--- config.mk ---
export PLATFORM = sky130hd
export DESIGN_NAME = alpt_ctrl
export DESIGN_NICKNAME = d
export VERILOG_FILES = /design/src/sv/alpt_pkg.sv /design/src/sv/alpt_ctrl.sv
export SDC_FILE = /design/constraint.sdc
export NUM_CORES = 1
export LEC_CHECK = 0
export ABC_AREA = 0
export BUFFER_PORTS_ARGS = -buffer_cell sky130_fd_sc_hd__buf_4
export CAP_MARGIN = 20
export CELL_PAD_IN_SITES_DETAIL_PLACEMENT = 1
export CELL_PAD_IN_SITES_GLOBAL_PLACEMENT = 1
export CORE_MARGIN = 2
export CORE_UTILIZATION = 28
export DETAILED_ROUTE_END_ITERATION = 12
export GPL_ROUTABILITY_DRIVEN = 1
export GPL_TIMING_DRIVEN = 1
export PLACE_DENSITY = 0.75
export SETUP_SLACK_MARGIN = 0.05
export SKIP_CTS_REPAIR_TIMING = 1
export SYNTH_ARGS = -nofsm -noshare
export SYNTH_HDL_FRONTEND = slang
export SYNTH_SLANG_ARGS = --single-unit
--- constraint.sdc ---
create_clock -name clk -period 1.5 [get_ports clk]
set_input_delay 0.3 -clock clk [delete_from_list [all_inputs] [get_ports clk]]
set_output_delay 0.3 -clock clk [all_outputs]
set_load 0.03 [all_outputs]
--- src/sv/alpt_pkg.sv ---
// ----------------------------------------------------------------------------
// alpt_pkg
// shared types, codes and sizes of the asymmetric link peer table
// ----------------------------------------------------------------------------
`default_nettype none

package alpt_pkg;

  localparam int PEER_SLOTS  = 16;
  localparam int SLOT_W      = (PEER_SLOTS > 1) ? $clog2(PEER_SLOTS) : 1;
  localparam int CNT_W       = $clog2(PEER_SLOTS + 1);
  localparam int MAX_REPORTS = 16;
  localparam int REP_W       = 5;
  localparam int CFG_AW      = 2;
  localparam int CFG_DW      = 32;

  typedef enum logic [1:0] {
    MODE_TX   = 2'd0,
    MODE_RX   = 2'd1,
    MODE_EVAL = 2'd2,
    MODE_NOP  = 2'd3
  } mode_t;

  typedef enum logic [1:0] {
    KIND_REC  = 2'd0,
    KIND_FLAG = 2'd1,
    KIND_NONE = 2'd2
  } kind_t;

  localparam logic [CFG_AW-1:0] CFG_TX_THRESHOLD = 2'd0;
  localparam logic [CFG_AW-1:0] CFG_RATIO        = 2'd1;
  localparam logic [CFG_AW-1:0] CFG_WINDOW_MS    = 2'd2;

  typedef struct packed {
    mode_t       mode;
    logic [63:0] peer_id;
    logic [62:0] now_ms;
    logic [4:0]  report_cap;
  } in_t;

  typedef struct packed {
    kind_t       kind;
    logic [63:0] flagged_id;
    logic [4:0]  reported;
    logic        last;
  } out_t;

  typedef struct packed {
    logic [63:0] id;
    logic [62:0] first;
    logic [31:0] tx;
    logic [31:0] rx;
  } entry_t;

  typedef enum logic [1:0] {
    OUT_REC,
    OUT_PEND_MORE,
    OUT_PEND_LAST,
    OUT_NONE
  } out_sel_t;

  typedef enum logic [3:0] {
    ST_IDLE,
    ST_START,
    ST_LK_RD,
    ST_LK_CHK,
    ST_OLD_RD,
    ST_OLD_CHK,
    ST_TOP_RD,
    ST_MOVE,
    ST_APPEND,
    ST_EV_RD,
    ST_EV_CHK,
    ST_EV_END,
    ST_DONE
  } state_t;

  typedef struct packed {
    logic     latch;
    logic     idx_clr;
    logic     idx_inc;
    logic     rd_en;
    logic     rd_top;
    logic     old_upd;
    logic     wr_bump;
    logic     wr_move;
    logic     wr_append;
    logic     ev_take;
    logic     out_load;
    out_sel_t out_sel;
  } cmd_t;

  typedef struct packed {
    mode_t mode;
    logic  id_match;
    logic  used_zero;
    logic  used_full;
    logic  cap_zero;
    logic  idx_at_last;
    logic  idx_at_top;
    logic  eval_hit;
    logic  take_fills_cap;
    logic  pend_v;
    logic  out_free;
  } sts_t;

endpackage

`default_nettype wire

--- src/sv/alpt_ctrl.sv ---
// ----------------------------------------------------------------------------
// alpt_ctrl
// controller: sequences lookup, eviction, append and evaluation scans
// ----------------------------------------------------------------------------
`default_nettype none

module alpt_ctrl (
  input  wire logic            clk,
  input  wire logic            rst_n,
  input  wire logic            in_valid,
  output logic                 in_stall,
  input  wire alpt_pkg::sts_t  sts,
  output alpt_pkg::cmd_t       cmd
);

  alpt_pkg::state_t state_r, state_nxt;
  logic             ev_block;

  // a new hit needs the pending slot, which needs the output register
  assign ev_block = sts.eval_hit && sts.pend_v && !sts.out_free;

  always_ff @(posedge clk) begin
    if (!rst_n) state_r <= alpt_pkg::ST_IDLE;
    else state_r <= state_nxt;
  end

  always_comb begin
    state_nxt = state_r;
    unique case (state_r)
      alpt_pkg::ST_IDLE:  if (in_valid) state_nxt = alpt_pkg::ST_START;
      alpt_pkg::ST_START: begin
        unique case (sts.mode)
          alpt_pkg::MODE_TX, alpt_pkg::MODE_RX:
            state_nxt = sts.used_zero ? alpt_pkg::ST_APPEND : alpt_pkg::ST_LK_RD;
          alpt_pkg::MODE_EVAL:
            state_nxt = (sts.used_zero || sts.cap_zero) ? alpt_pkg::ST_EV_END
                                                        : alpt_pkg::ST_EV_RD;
          default: state_nxt = alpt_pkg::ST_DONE;
        endcase
      end
      alpt_pkg::ST_LK_RD: state_nxt = alpt_pkg::ST_LK_CHK;
      alpt_pkg::ST_LK_CHK: begin
        priority if (sts.id_match) state_nxt = alpt_pkg::ST_DONE;
        else if (!sts.idx_at_last) state_nxt = alpt_pkg::ST_LK_RD;
        else if (sts.used_full) state_nxt = alpt_pkg::ST_OLD_RD;
        else state_nxt = alpt_pkg::ST_APPEND;
      end
      alpt_pkg::ST_OLD_RD:  state_nxt = alpt_pkg::ST_OLD_CHK;
      alpt_pkg::ST_OLD_CHK:
        state_nxt = sts.idx_at_top ? alpt_pkg::ST_TOP_RD : alpt_pkg::ST_OLD_RD;
      alpt_pkg::ST_TOP_RD:  state_nxt = alpt_pkg::ST_MOVE;
      alpt_pkg::ST_MOVE:    state_nxt = alpt_pkg::ST_APPEND;
      alpt_pkg::ST_APPEND:  state_nxt = alpt_pkg::ST_DONE;
      alpt_pkg::ST_EV_RD:   state_nxt = alpt_pkg::ST_EV_CHK;
      alpt_pkg::ST_EV_CHK: begin
        priority if (ev_block) state_nxt = alpt_pkg::ST_EV_CHK;
        else if ((sts.eval_hit && sts.take_fills_cap) || sts.idx_at_last)
          state_nxt = alpt_pkg::ST_EV_END;
        else state_nxt = alpt_pkg::ST_EV_RD;
      end
      alpt_pkg::ST_EV_END:  if (sts.out_free) state_nxt = alpt_pkg::ST_IDLE;
      alpt_pkg::ST_DONE:    if (sts.out_free) state_nxt = alpt_pkg::ST_IDLE;
      default:              state_nxt = alpt_pkg::ST_IDLE;
    endcase
  end

  always_comb begin
    cmd      = '0;
    cmd.out_sel = alpt_pkg::OUT_REC;
    in_stall = state_r != alpt_pkg::ST_IDLE;
    unique case (state_r)
      alpt_pkg::ST_IDLE:  cmd.latch = in_valid;
      alpt_pkg::ST_START: ;
      alpt_pkg::ST_LK_RD: cmd.rd_en = 1'b1;
      alpt_pkg::ST_LK_CHK: begin
        priority if (sts.id_match) cmd.wr_bump = 1'b1;
        else if (!sts.idx_at_last) cmd.idx_inc = 1'b1;
        else cmd.idx_clr = 1'b1;
      end
      alpt_pkg::ST_OLD_RD: cmd.rd_en = 1'b1;
      alpt_pkg::ST_OLD_CHK: begin
        cmd.old_upd = 1'b1;
        cmd.idx_inc = !sts.idx_at_top;
      end
      alpt_pkg::ST_TOP_RD: begin
        cmd.rd_en  = 1'b1;
        cmd.rd_top = 1'b1;
      end
      alpt_pkg::ST_MOVE:   cmd.wr_move = 1'b1;
      alpt_pkg::ST_APPEND: cmd.wr_append = 1'b1;
      alpt_pkg::ST_EV_RD:  cmd.rd_en = 1'b1;
      alpt_pkg::ST_EV_CHK: begin
        if (!ev_block) begin
          cmd.ev_take  = sts.eval_hit;
          cmd.out_load = sts.eval_hit && sts.pend_v;
          cmd.out_sel  = alpt_pkg::OUT_PEND_MORE;
          cmd.idx_inc  = !((sts.eval_hit && sts.take_fills_cap) || sts.idx_at_last);
        end
      end
      alpt_pkg::ST_EV_END: begin
        cmd.out_load = sts.out_free;
        cmd.out_sel  = sts.pend_v ? alpt_pkg::OUT_PEND_LAST : alpt_pkg::OUT_NONE;
      end
      alpt_pkg::ST_DONE: begin
        cmd.out_load = sts.out_free;
        cmd.out_sel  = alpt_pkg::OUT_REC;
      end
      default: ;
    endcase
  end

endmodule

`default_nettype wire

==> impl_metrics.tcl <==
set metrics [dict create \
    whs_path_depth 2 \
    num_rows 16 \
    outcome "finished, violations left" \
    setup_violations 7 \
    p_comb_frac 0.779 \
    grt_pass1_wl_mm 3.26 \
    grt_busiest_layer "met2" \
    dp_hpwl_mm 1.77 \
    seqCellArea_sq_um 92.6 \
    synthSimpleGateAreaFrac 0.384 \
    max_cap_violations 0 \
    worstRegToRegCells 5 \
    path_max_fanout 5 \
    ioPinCount 29 \
    largest_reg_flops 4 \
    utilization 0.589 \
    remaining_drc_errors 0 \
    portBuffers 28 \
    ir_worst_vdd_uv 1010 \
    routed_wl_mm 2.65 \
    cp_data_arrival_time_ns 1.36 \
    start_kind "flop" \
    seq_power_share 0.149 \
    power_frac_clock 0.071 \
    crit_type "reg -> out" \
    violations "negative setup slack" \
    syn_area_sq_um 548 \
    async_flop_share 0 \
    worstHoldStart "rst_n" \
    track_usage 0.195 \
    via_per_inst 5.34 \
    fin_ws_ns -0.158 \
    cts_tree "yes" \
    hold_viol 0 \
    fill_cells 235 \
    multi_input_area_sq_um 554 \
    tightest_slew_ns 0.368 \
    place_congestion 0.843 \
    power_switching_mw 0.864 \
    die_y_um 48.2 \
    r2r-end "state_r[0]$_SDFFE_PN0P_" \
    htree_levels 1 \
    layout-drive-gt1-share 0.602 \
    synth_compound_area_frac 0.349 \
    startpoint "state_r[2]$_SDFFE_PN0P_" \
    synth_edf_count 0 \
    syn_nets 98 \
    first_pass_iters 4 \
    start_util 0.288 \
    core_sq_mm 0.00190 \
    detail_route.iter0.violations 6 \
    syn_to_final_growth_pct 105 \
    die-width_um 48.2 \
    ys_seq_area_frac 0.146 \
    ys.flop_type "dfxtp_1" \
    synthCells 83 \
    ant_nets 0 \
    clock_latency_ns 0.23 \
    met3_usage 0.0111 \
    wl_per_cell_um 17.1 \
    synth_mux_area_frac 0.0388 \
    synth_top_family_by_area "simple AND/OR/NAND/NOR gates" \
    numCtsBuffers 3 \
    p_leak_nw 0.501 \
    syn_area_per_cell_sq_um 6.60 \
    vias 828 \
    worst_hold_slack_ns 0.333 \
    slew_headroom 0.749 \
    placed_cell_area_sq_um 907 \
    synth_seq_cells 4 \
    max_freq_mhz 603 \
    clock_skew_ns 0.00223 \
    cts.sinks 4 \
    reg2reg_setup_slack_ns 0.01 \
    antenna_found_initial 0 \
    power_mw 1.82 \
    final_area_sq_mm 0.00112 \
    grt.overflow.total 0 \
    top_register "state_r" \
    clockBufferDepth 2 \
    die-area_sq_mm 0.00233 \
    min_period_over_period 1.11 \
    met1_usage 0.257 \
    synthAdderAreaFrac 0 \
    grt_max_degree 11 \
    nNetsFinal 145 \
    hold_path_end "state_r[0]$_SDFFE_PN0P_" \
    slew_viol_final 0 \
    mostFrequentLayoutCells "buf_4, buf_6, a21oi_1, nand2_1, nor2_1" \
    crit_required_ns 1.20 \
    rsz0062_at_grt "true" \
    netSwitchingFraction 0.474 \
    yosys.cell_types.count 35 \
    r2r_start "state_r[2]$_SDFFE_PN0P_" \
    largestRegisters "state_r x4" \
    internal_power_mw 0.960 \
    root_buffer "clkbuf_4" \
    hold_class "in -> reg" \
    synth_warnings 0 \
    mostFrequentLayoutCell "buf_4" \
    grt_pass1_vias 763 \
    clk_pin_slew_ns 0.04 \
    power.density_mw_per_mm2 1630 \
    min_period_ns 1.66 \
    critPathCaptureType "output pin" \
    yosys.area_share.xor_xnor 0 \
    met2_usage 0.358 \
    antennaDiodeCount 0 \
]
==> cells in the mapped netlist, types with 2 or more instances <==
master,count,area share
a21oi_1,10,0.091
and3_1,3,0.034
and4_1,2,0.032
buf_2,3,0.027
dfxtp_1,4,0.15
inv_1,4,0.027
nand2_1,9,0.062
nand2b_1,4,0.046
nand3b_1,2,0.027
nor2_1,10,0.069
o21a_1,3,0.041
o21ai_0,4,0.037
o22ai_1,2,0.023
o32ai_1,2,0.032
==> power by group through the flow <==
stage               clock (mW)  sequential [mW]  combinational [mW]
floorplan                    0            0.183               0.682
global placement             0            0.206                1.08
detailed placement           0            0.210                1.10
CTS                      0.134            0.208                1.10
global route             0.144            0.281                1.52
finish                   0.130            0.272                1.42
==> critical path: stages (launching register included) <==
cell,delay [ns]
dfxtp_4,0.36
nand2b_4,0.15
o32ai_2,0.23
a32o_1,0.24
buf_6,0.14
==> metal layers <==
| metal | vias to the layer above | wire [um] |
|---|---|---|
| li1 | 403 | - |
| met1 | 389 | 1100 |
| met2 | 30 | 1410 |
| met3 | 6 | 88 |
| met4 | 0 | 56 |
| met5 | - | 0 |
==> worst max-delay path by stage <==
| stage | slack [ns] | endpoint | cells past startpoint |
|---|---|---|---|
| 4_1_cts | -0.22 | cmd[10] | 4 |
| 3_5_place_dp | -0.01 | state_r[0]$_SDFFE_PN0P_ | 5 |
| 2_1_floorplan | -0.14 | cmd[11] | 4 |
| 6_report | -0.16 | cmd[10] | 4 |
| 3_3_place_gp | -0.04 | state_r[0]$_SDFFE_PN0P_ | 5 |
| 5_1_grt | -0.19 | cmd[10] | 4 |
==> cell families (layout without fill, tap and decap cells) <==
group	Yosys count	in the layout
AND/OR/NAND/NOR	39	39
AO/OA/AOI/OAI	29	29
buffers and inverters	9	54
flip-flops	4	4
multiplexers	2	2
==> layout make-up <==
| cell class | instances | area share |
|---|---|---|
| Multi-Input combinational cell | 70 | 0.494 |
| Sequential cell | 4 | 0.0826 |
| Timing Repair Buffer | 47 | 0.355 |
| Inverter | 4 | 0.0179 |
| Clock buffer | 3 | 0.0201 |
| Tap cell | 27 | 0.0301 |
==> through the flow <==
stage / setup TNS [ns] / instances / setup WS (ns)
2_1_floorplan: -0.518 / 83 / -0.145
3_3_place_gp: -0.0399 / 148 / -0.0399
3_5_place_dp: -0.00959 / 148 / -0.00959
4_1_cts: -1.91 / 151 / -0.222
5_1_grt: -1.06 / 155 / -0.186
6_report: -0.543 / 155 / -0.158
(Power assumes the default switching activity.)
